[src/spq_pkg.sv]
// package for the scan-dequeue priority queue: entry type, operation and status codes,
// sequencer states and the compare unit control group; no dependencies
`timescale 1ns / 1ps

package spq_pkg;

  localparam int unsigned DEPTH_DEF = 8;
  localparam int unsigned DATA_W    = 32;

  typedef enum logic [1:0] {
    FN_ENQ  = 2'd0,
    FN_DEQ  = 2'd1,
    FN_PEEK = 2'd2,
    FN_REAR = 2'd3
  } func_e;

  typedef enum logic [1:0] {
    STS_OK        = 2'd0,
    STS_OVERFLOW  = 2'd1,
    STS_UNDERFLOW = 2'd2
  } status_e;

  typedef enum logic [2:0] {
    S_IDLE,
    S_SCAN,
    S_SHIFT,
    S_REAR,
    S_DONE
  } state_e;

  typedef struct packed {
    logic signed [DATA_W-1:0] data;
    logic signed [DATA_W-1:0] prio;
  } entry_t;

  typedef struct packed {
    logic en;
    logic first;
  } cmp_ctrl_t;

endpackage

[src/spq_best_sel.sv]
// shared priority comparator with the running best-entry register of a scan
// depends on spq_pkg
`timescale 1ns / 1ps

module spq_best_sel #(
  parameter int unsigned AW = 3
) (
  input  logic                clk_i,
  input  spq_pkg::cmp_ctrl_t  ctrl_i,
  input  logic [AW-1:0]       cand_idx_i,
  input  spq_pkg::entry_t     cand_i,
  output logic [AW-1:0]       best_idx_o,
  output spq_pkg::entry_t     best_o
);
  import spq_pkg::*;

  entry_t        best_q;
  logic [AW-1:0] best_idx_q;
  logic          take;

  // strict less keeps the earliest entry on a tie
  assign take       = ctrl_i.first || (cand_i.prio < best_q.prio);
  assign best_o     = take ? cand_i : best_q;
  assign best_idx_o = take ? cand_idx_i : best_idx_q;

  always_ff @(posedge clk_i) begin
    if (ctrl_i.en) begin
      best_q     <= best_o;
      best_idx_q <= best_idx_o;
    end
  end

endmodule

[src/scan_dequeue_priority_queue.sv]
// Bounded priority queue of (data, priority) entries held in arrival order.
// Input channel in_valid_i/in_ready_o carries one request: func_i selects
// enqueue, dequeue lowest, peek lowest or read last appended; item_data_i and
// item_priority_i are stored by enqueue. Output channel out_valid_o/out_ready_i
// returns one result per request: data, priority, status and occupancy.
// Enqueue, and any request refused on an empty or full queue, goes straight to
// the result; rear first reads the last entry; peek scans all count entries for
// the lowest priority, and dequeue then moves the entries behind it down one place.
// The sequencer works on one request at a time: a new request is taken only once
// the last result has entered the output register. The priority scan runs through
// one comparator and the entry memory (one read port, one write port).
// Reset clears the entry count and the sequencer; the queue is empty after it.
// The result sits in an output register; while the receiver stalls, the next
// request is still taken, and its result waits in the sequencer until the
// output register is free.
// depends on spq_pkg and spq_best_sel
`timescale 1ns / 1ps

module scan_dequeue_priority_queue #(
  parameter int unsigned DEPTH = spq_pkg::DEPTH_DEF
) (
  input  logic                               clk_i,
  input  logic                               rst_ni,
  input  logic                               in_valid_i,
  output logic                               in_ready_o,
  input  logic [1:0]                         func_i,
  input  logic signed [spq_pkg::DATA_W-1:0]  item_data_i,
  input  logic signed [spq_pkg::DATA_W-1:0]  item_priority_i,
  output logic                               out_valid_o,
  input  logic                               out_ready_i,
  output logic signed [spq_pkg::DATA_W-1:0]  out_data_o,
  output logic signed [spq_pkg::DATA_W-1:0]  out_priority_o,
  output logic [1:0]                         status_o,
  output logic [3:0]                         occupancy_o
);
  import spq_pkg::*;

  localparam int unsigned AW = (DEPTH > 1) ? $clog2(DEPTH) : 1;
  localparam int unsigned CW = $clog2(DEPTH + 1);
  localparam logic [CW-1:0] FULL = CW'(DEPTH);

  state_e        state_q, state_d;
  func_e         op_q, op_d;
  logic [CW-1:0] count_q, count_d;
  logic [AW-1:0] idx_q, idx_d;
  logic          idx_last;

  entry_t        entry_mem [DEPTH];
  entry_t        rd_entry_q;
  logic [AW-1:0] rd_addr;
  logic [AW-1:0] wr_addr;
  logic          wr_en;
  entry_t        wr_entry;

  entry_t        res_q, res_d;
  status_e       res_status_q, res_status_d;

  cmp_ctrl_t     cmp_ctrl;
  logic [AW-1:0] best_idx;
  entry_t        best;

  logic          load_out;
  logic          out_valid_q;
  entry_t        out_q;
  status_e       out_status_q;
  logic [3:0]    out_occ_q;

  spq_best_sel #(
    .AW(AW)
  ) u_best_sel (
    .clk_i      (clk_i),
    .ctrl_i     (cmp_ctrl),
    .cand_idx_i (idx_q),
    .cand_i     (rd_entry_q),
    .best_idx_o (best_idx),
    .best_o     (best)
  );

  // entry memory
  always_ff @(posedge clk_i) begin
    if (wr_en) begin
      entry_mem[wr_addr] <= wr_entry;
    end
    rd_entry_q <= entry_mem[rd_addr];
  end

  assign idx_last = (CW'(idx_q) == (count_q - CW'(1)));

  always_comb begin
    state_d      = state_q;
    op_d         = op_q;
    count_d      = count_q;
    idx_d        = idx_q;
    res_d        = res_q;
    res_status_d = res_status_q;
    rd_addr      = idx_q + AW'(1);
    wr_en        = 1'b0;
    wr_addr      = idx_q - AW'(1);
    wr_entry     = rd_entry_q;
    cmp_ctrl     = '{en: 1'b0, first: (idx_q == '0)};
    load_out     = 1'b0;
    in_ready_o   = (state_q == S_IDLE);

    case (state_q)
      S_IDLE: begin
        if (in_valid_i) begin
          res_d        = '0;
          res_status_d = STS_OK;
          state_d      = S_DONE;
          if (func_e'(func_i) == FN_ENQ) begin
            if (count_q == FULL) begin
              res_status_d = STS_OVERFLOW;
            end else begin
              wr_en    = 1'b1;
              wr_addr  = AW'(count_q);
              wr_entry = '{data: item_data_i, prio: item_priority_i};
              count_d  = count_q + CW'(1);
            end
          end else if (count_q == '0) begin
            res_status_d = STS_UNDERFLOW;
          end else if (func_e'(func_i) == FN_REAR) begin
            rd_addr = AW'(count_q - CW'(1));
            state_d = S_REAR;
          end else begin
            rd_addr = '0;
            idx_d   = '0;
            op_d    = func_e'(func_i);
            state_d = S_SCAN;
          end
        end
      end
      S_REAR: begin
        res_d   = rd_entry_q;
        state_d = S_DONE;
      end
      S_SCAN: begin
        cmp_ctrl.en = 1'b1;
        idx_d       = idx_q + AW'(1);
        if (idx_last) begin
          res_d   = best;
          state_d = S_DONE;
          if (op_q == FN_DEQ) begin
            if (best_idx == idx_q) begin
              count_d = count_q - CW'(1);
            end else begin
              rd_addr = best_idx + AW'(1);
              idx_d   = best_idx + AW'(1);
              state_d = S_SHIFT;
            end
          end
        end
      end
      S_SHIFT: begin
        // move entry idx down by one place
        wr_en = 1'b1;
        idx_d = idx_q + AW'(1);
        if (idx_last) begin
          count_d = count_q - CW'(1);
          state_d = S_DONE;
        end
      end
      S_DONE: begin
        if (!out_valid_q || out_ready_i) begin
          load_out = 1'b1;
          state_d  = S_IDLE;
        end
      end
      default: begin
        state_d = S_IDLE;
      end
    endcase
  end

  always_ff @(posedge clk_i or negedge rst_ni) begin
    if (!rst_ni) begin
      state_q     <= S_IDLE;
      op_q        <= FN_PEEK;
      count_q     <= '0;
      idx_q       <= '0;
      out_valid_q <= 1'b0;
    end else begin
      state_q <= state_d;
      op_q    <= op_d;
      count_q <= count_d;
      idx_q   <= idx_d;
      if (load_out) begin
        out_valid_q <= 1'b1;
      end else if (out_ready_i) begin
        out_valid_q <= 1'b0;
      end
    end
  end

  always_ff @(posedge clk_i) begin
    res_q        <= res_d;
    res_status_q <= res_status_d;
    if (load_out) begin
      out_q        <= res_q;
      out_status_q <= res_status_q;
      out_occ_q    <= 4'(count_q);
    end
  end

  assign out_valid_o    = out_valid_q;
  assign out_data_o     = out_q.data;
  assign out_priority_o = out_q.prio;
  assign status_o       = out_status_q;
  assign occupancy_o    = out_occ_q;

`ifndef SYNTH
  a_count_bound: assert property (@(posedge clk_i) disable iff (!rst_ni)
    count_q <= FULL)
    else $error("entry count beyond depth");

  a_count_step: assert property (@(posedge clk_i) disable iff (!rst_ni)
    !$stable(count_q) |->
      (count_q == $past(count_q) + CW'(1)) || (count_q == $past(count_q) - CW'(1)))
    else $error("entry count moved by more than one");

  a_enq_grows: assert property (@(posedge clk_i) disable iff (!rst_ni)
    in_valid_i && in_ready_o && (func_e'(func_i) == FN_ENQ) && (count_q != FULL)
      |=> count_q == $past(count_q) + CW'(1))
    else $error("enqueue did not add an entry");

  a_scan_range: assert property (@(posedge clk_i) disable iff (!rst_ni)
    (state_q == S_SCAN) || (state_q == S_SHIFT) |-> CW'(idx_q) < count_q)
    else $error("scan index past held entries");
`endif

endmodule

[config.mk]
export PLATFORM = sky130hd
export DESIGN_NAME = scan_dequeue_priority_queue
export DESIGN_NICKNAME = d
export VERILOG_FILES = /design/src/spq_pkg.sv /design/src/spq_best_sel.sv /design/src/scan_dequeue_priority_queue.sv
export SDC_FILE = /design/constraint.sdc
export NUM_CORES = 1
export LEC_CHECK = 0
export ABC_AREA = 1
export BUFFER_PORTS_ARGS = -buffer_cell sky130_fd_sc_hd__buf_4
export CAP_MARGIN = 15
export CELL_PAD_IN_SITES_DETAIL_PLACEMENT = 1
export CELL_PAD_IN_SITES_GLOBAL_PLACEMENT = 1
export CORE_ASPECT_RATIO = 1.25
export CORE_MARGIN = 5
export CORE_UTILIZATION = 51
export CTS_BUF_LIST = sky130_fd_sc_hd__clkbuf_8
export DETAILED_ROUTE_END_ITERATION = 12
export PLACE_DENSITY = 0.87
export REMOVE_ABC_BUFFERS = 1
export SYNTH_ARGS = -nofsm -noshare
export SYNTH_HDL_FRONTEND = slang
export SYNTH_SLANG_ARGS = --single-unit
[constraint.sdc]
create_clock -name clk_i -period 7.2 [get_ports clk_i]
set_input_delay 0.36 -clock clk_i [delete_from_list [all_inputs] [get_ports clk_i]]
set_output_delay 0.36 -clock clk_i [all_outputs]
set_load 0.005 [all_outputs]
## Word level (Yosys, flattened, before mapping)

Memories as Yosys holds them, arrays and structs flattened. A register that Yosys moved wholly into a read port is not among the register bits.
Index checks and enable logic that the tools add are counted.
Widths: inputs -> output; s select.

| storage, ports and cells | value |
|---|---|
| register bits after elaboration | 216 |
| memory bits (writable) | 512 |
| input port bits | 70 |
| output and inout bits | 72 |
| logic and storage cells | 119 |
| memories | 1 |

Memories:

| name | words | width | rd ports | clocked after memory_dff | write ports | line | RTL |
|---|---|---|---|---|---|---|---|
| entry_mem | 8 | 64 | 1 | 1 | 1 | scan_dequeue_priority_queue.sv:48 | `entry_t entry_mem [DEPTH];` |

| operators by class | value |
|---|---|
| add/subtract/negate cells | 5 |
| order comparisons | 1 |
| equality and inequality tests | 20 |
| mux-type cells | 58 |
| bitwise gates (word level) | 3 |
| reduce and logical (&&, ||, !) cells | 16 |

Operator list:

| operator | count |
|---|---|
| $mux 64 | 7 |
| $pmux 64 s3 | 1 |
| $mux 3 | 24 |
| $lt 32x32->1 | 1 |
| $mux 4 | 7 |
| $ne 2x2->1 const B | 10 |
| $pmux 3 s5 | 1 |
| $pmux 4 s3 | 1 |
| $mux 1 | 11 |
| $reduce_and 5->1 | 2 |
| $pmux 3 s3 | 1 |
| $reduce_and 8->1 | 1 |
| $add 3x1->3 const B | 2 |
| $eq 3x2->1 const B | 2 |
| $logic_not 3->1 | 2 |
| $mux 2 | 3 |
| $pmux 3 s2 | 1 |
| $reduce_bool 3->1 | 2 |
| $add 4x1->4 const B | 1 |
| $eq 3x4->1 | 1 |
| $eq 4x4->1 const B | 1 |
| $logic_not 4->1 | 1 |
| $reduce_and 4->1 | 1 |
| $sub 4x1->4 const B | 1 |
| 15 further kinds | 18 |

## Logic depth before layout (Yosys ltp)

| depth | value |
|---|---|
| depth in word-level cells | 8 |
| mapped depth | 29 |
| gate-level depth less buffers | 25 |

## Modules after synthesis

A second synthesis with hierarchy kept.

| unflattened totals | value |
|---|---|
| cell total of the unflattened synthesis | 3197 |
| area, all modules | 33806.2 µm² |

By module, submodules not included:

| module | times used | cells each | area an instance (µm²) |
|---|---|---|---|
| scan_dequeue_priority_queue | 1 | 2763 | 29876.2 |
| spq_best_sel | 1 | 434 | 3930.0 |

## Worst setup path before layout

No wires, ideal clock.

| timing path | value |
|---|---|
| path kind | register -> register |
| start | register state_q[2] |
| end | register res_q[0] in the netlist's numbering (enable) |
| library setup time | 0.709 ns |
| data arrival time | 5.398 ns |
| required time | 6.491 ns |
| path slack | 1.093 ns |
| stages on the path, launching flop included | 7 |
| path buffers | 2 |
| period minus slack after synthesis | 6.107 ns |
| cells stage by stage | dfrtp_1 nor2_1 inv_1 nor2_1 clkbuf_1 buf_1 a22oi_1 |

| on the way | value |
|---|---|
| cells in the longest elaborated chain, start to end | 3 |
| elaborated cells between the ends (all ways) | 7 |
| classes of those cells | 4 x eq/ne; 3 x reduce/logical |

RTL lines:

| item | line | RTL |
|---|---|---|
| start: declaration | scan_dequeue_priority_queue.sv:42 | `state_e state_q, state_d;` |
| start signal: assignment | scan_dequeue_priority_queue.sv:182 | `state_q <= state_d;` |
| $eq 3x1->1 (tied with other cells) | scan_dequeue_priority_queue.sv:104 | `case (state_q)` |
| $ne 2x2->1 (no line) / $reduce_bool 3->1 (equally long branches) | -- |  |
| $reduce_and 3->1 (no line) (*) | -- |  |
| end signal: assignment | scan_dequeue_priority_queue.sv:195 | `res_q <= res_d;` |
| end: declaration | scan_dequeue_priority_queue.sv:55 | `entry_t res_q, res_d;` |

Mark *: on every way between the ends. The rest lies on a longest branch, timed or not.
A chain may end at the register's enable or synchronous reset.

## Worst setup path in the final report

| timing path | value |
|---|---|
| start | register u_best_sel.best_q[3] in the netlist's numbering |
| end | register, netlist name rd_entry_q[53] |

| on the way | value |
|---|---|
| cells in the longest elaborated chain, start to end | 8 |
| elaborated cells between the ends (all ways) | 9 |
| classes of those cells | 1 x add/sub; 1 x order compare; 1 x eq/ne; 5 x mux; 1 x reduce/logical |

RTL lines:

| item | line | RTL |
|---|---|---|
| start: declaration | spq_best_sel.sv:17 | `entry_t best_q;` |
| start signal: assignment | spq_best_sel.sv:28 | `best_q <= best_o;` |
| $lt 32x32->1 (*) | spq_best_sel.sv:22 | `assign take = ctrl_i.first \|\| (cand_i.prio < best_q.prio);` |
| $logic_or 1x1->1 (*) | spq_best_sel.sv:22 |  |
| $mux 3 (*) | spq_best_sel.sv:24 | `assign best_idx_o = take ? cand_idx_i : best_idx_q;` |
| net best_idx[1] | scan_dequeue_priority_queue.sv:59 | `logic [AW-1:0] best_idx;` |
| $add 3x1->3 / $eq 3x3->1 (equally long branches) | scan_dequeue_priority_queue.sv:146, scan_dequeue_priority_queue.sv:143 |  |
| $mux 3 (*) | scan_dequeue_priority_queue.sv:143 | `if (best_idx == idx_q) begin` |
| $mux 3 (*) | scan_dequeue_priority_queue.sv:142 | `if (op_q == FN_DEQ) begin` |
| $mux 3 (*) | scan_dequeue_priority_queue.sv:139 | `if (idx_last) begin` |
| $pmux 3 s2 (*) | scan_dequeue_priority_queue.sv:104 |  |

Mark *: on every way through the listed nets, which the timed path passes. The rest lies on a longest branch.

==> results.json <==
{
  "first_global_vias": 27300,
  "synthTopCellsByArea": "edfxtp_1 64%, nand2_1 9.3%, nand3_1 6.0%, o21ai_0 4.7%, inv_1 4.6%",
  "synthTopCellsByCount": "822 x nand2_1, 715 x edfxtp_1, 406 x inv_1",
  "timing.clock.skew_ns": 0.0555,
  "total_count_of_max_transition_violations_in_the_final_report": 0,
  "post_route_cells_drive_above_1_share_pct": 11.1,
  "clkSlewWorstSetupHoldPaths_ns": 0.07,
  "gp_congestion": 0.818,
  "critPathKind": "reg2reg",
  "worst-endpoint-required_ns": 7.83,
  "synth_seq_area_share_pct": 69.3,
  "cts_root_buffer": "clkbuf_8",
  "clock.fmax_mhz": 177,
  "cts_tree": "done",
  "clock_insertion_delay_worst_skew_ns": 0.77,
  "met3_routing_resource_usage_after_global_routing_pct": 4.76,
  "synthToLayoutAreaGrowth_pct": 12.8,
  "num_vias": 24500,
  "h-tree-depth": 3,
  "synth_enable_flop_cells": 715,
  "number_of_storage_elements_in_the_synthesis_netlist": 792,
  "dp_hpwl_mm": 55.5,
  "initial_core_utilization_pct": 51.6,
  "grt.met1_usage_pct": 33.5,
  "ff2ff_setup_slack_ns": 1.55,
  "avgRoutedWirePerCell_um": 24.7,
  "grt_util_met2_pct": 50.7,
  "cp_max_fo": 68,
  "placed_area_um2": 35100,
  "hold_class": "in2reg",
  "syn-cell-area_um2": 33300,
  "remaining_drc_errors": 0,
  "grt_start_max_net_pins": 179,
  "fp.dieH_um": 296,
  "synthDistinctLibCells": 33,
  "ant_nets": 0,
  "globalRouteTotalUtil_pct": 28.6,
  "drv_cap": 0,
  "cts-root-to-sink-buffers": 3,
  "tightestPinTransition_ns": 1.30,
  "syn_avg_cell_area_um2": 10.7,
  "core_region_area_um2": 64500,
  "arrival_ns": 6.28,
  "busiest_grt_layer": "met2",
  "gr-total-overflow": 0,
  "grt_setup_unrepaired": "false",
  "proportion_of_netlist_area_held_by_the_largest_area_contributor_pct": 64.5,
  "final_period_minus_worst_setup_slack_ns": 5.65,
  "synth.most_common_cell": "nand2_1",
  "final-hold-violation-count": 0,
  "final_cell_area_um2": 37600,
  "synthArstFlopShare_pct": 1.64,
  "synth_ff_type": "edfxtp_1",
  "synthesis.instances": 3099,
  "setup_viol": 0,
  "post_cts_buffers": 0,
  "vias_per_cell": 5.86,
  "count_of_input_and_output_buffers": 141,
  "detail_route.wirelength_mm": 103,
  "worstSetupEndpointType": "flip-flop",
  "yosys_warnings": 0,
  "clkSinkCount": 792,
  "antenna_violations_before_repair": 1,
  "post_route_fraction_of_the_period_consumed_by_the_critical_path_pct": 78.4,
  "finish.net_count": 3338,
  "run_status": "finished clean",
  "numCtsBuffers": 118,
  "initial_drt_markers": 2546,
  "io_pins": 142,
  "design.die.area_um2": 70500,
  "yosysTopAreaCell": "edfxtp_1",
  "cts_resized": 0,
  "detail_route.first_pass.iterations": 6,
  "utilization_pct": 58.2,
  "startpoint_type": "flip-flop",
  "timing.slew.headroom_pct": 12.8,
  "die_x_um": 239,
  "cts-hold-fix-buffers": 6,
  "fp-row-count": 104,
  "grt_first_pass_wirelength_mm": 156
}
## cell type report
class	instances	area (µm²)
Sequential cell	792	23100
Fill cell	6903	27000
Multi-Input combinational cell	1733	8110
Clock inverter	96	641
Inverter	407	1530
Timing Repair Buffer	179	1370
Clock buffer	128	1760
Antenna cell	1	2.50
Tap cell	848	1060
## registers in the layout (all words and copies together), names as in the netlist, 4 cells and up
| register | flops |
|---|---|
| rd_entry_q | 64 |
| out_priority_o | 32 |
| occupancy_o | 4 |
| out_data_o | 32 |
| entry_mem | 512 |
| u_best_sel.best_q | 64 |
| count_q | 4 |
| res_q | 64 |
## cell families (layout without fill, tap and decap cells)
family	after synthesis	count (layout)	synth area share (%)
other cells	0	1	0
flops	792	792	69.3
compound gates	383	383	5.96
simple gates	1303	1303	16.3
xor+xnor	10	10	0.263
buf+inv	574	810	6.80
fa+ha+maj	37	37	1.39
## critical path: stages, from the launching register on
cell	delay, ns
edfxtp_1	0.37
inv_1	0.08
ha_1	0.27
a21oi_1	0.22
nand2_1	0.11
nand2_1	0.09
nand2_1	0.14
nand2_1	0.12
nand2_1	0.11
nand2_1	0.19
nand2_1	0.11
nand2_2	0.18
nand2_4	0.42
nand2_1	0.17
o21ai_0	0.13
ha_1	0.34
inv_1	0.05
nand3_1	0.08
nand3_1	0.14
nand2_4	0.16
buf_4	0.65
buf_4	0.82
nand3_1	0.25
nand3_1	0.18
nand2_1	0.08
## stage by stage
stage,hold slack (ns),cells,TNS (ns),setup slack [ns]
floorplan,0.0644,2932,-592.27,-5.83
global placement,0.222,3953,0,2.31
detailed placement,0.223,3953,0,1.90
CTS,0.0632,4183,0,1.69
global route,0.130,4184,0,1.25
finish,0.113,4184,0,1.55
## worst paths after layout
path / cells past startpoint / start / endpoint
setup / recovery: 24 / u_best_sel.best_q[3] / rd_entry_q[53]
hold reg to reg: 0 / res_q[7] / out_priority_o[7]
max in group asynchronous: 4 / rst_ni / count_q[3]
setup reg to reg: 24 / u_best_sel.best_q[3] / rd_entry_q[53]
min in group asynchronous: 3 / rst_ni / out_valid_o
hold / removal: 3 / in_valid_i / res_status_q[0]
## layout by cell type, fill, tap and decap left out, types with 2 or more instances in the layout
master / instances
inv_6: 3
o21a_1: 4
edfxtp_1: 715
nand2_4: 8
buf_4: 172
ha_1: 37
nand3_2: 2
clkinv_2: 25
dfxtp_1: 64
a31oi_1: 3
o22ai_1: 2
o211ai_1: 4
nor2_4: 10
clkinv_1: 14
xor2_1: 5
o21ai_0: 312
nand3_1: 397
dlygate4sd3_1: 6
clkbuf_8: 128
a21oi_1: 50
clkinvlp_4: 3
xnor2_1: 5
a21oi_4: 2
nor2_1: 60
nand4_1: 5
nand2_1: 814
dfrtp_1: 12
nor3_1: 5
bufinv_16: 8
inv_1: 447
## metal layers
| metal | vias to the layer above | routed length (µm) |
|---|---|---|
| li1 | 10700 | - |
| met5 | - | 0 |
| met4 | 0 | 5110 |
| met1 | 12200 | 37400 |
| met3 | 352 | 7910 |
| met2 | 1303 | 52800 |
Power is left out: the tool's default activity adds up to more than one toggle a clock period on the data nets, which glitch-free logic cannot reach.
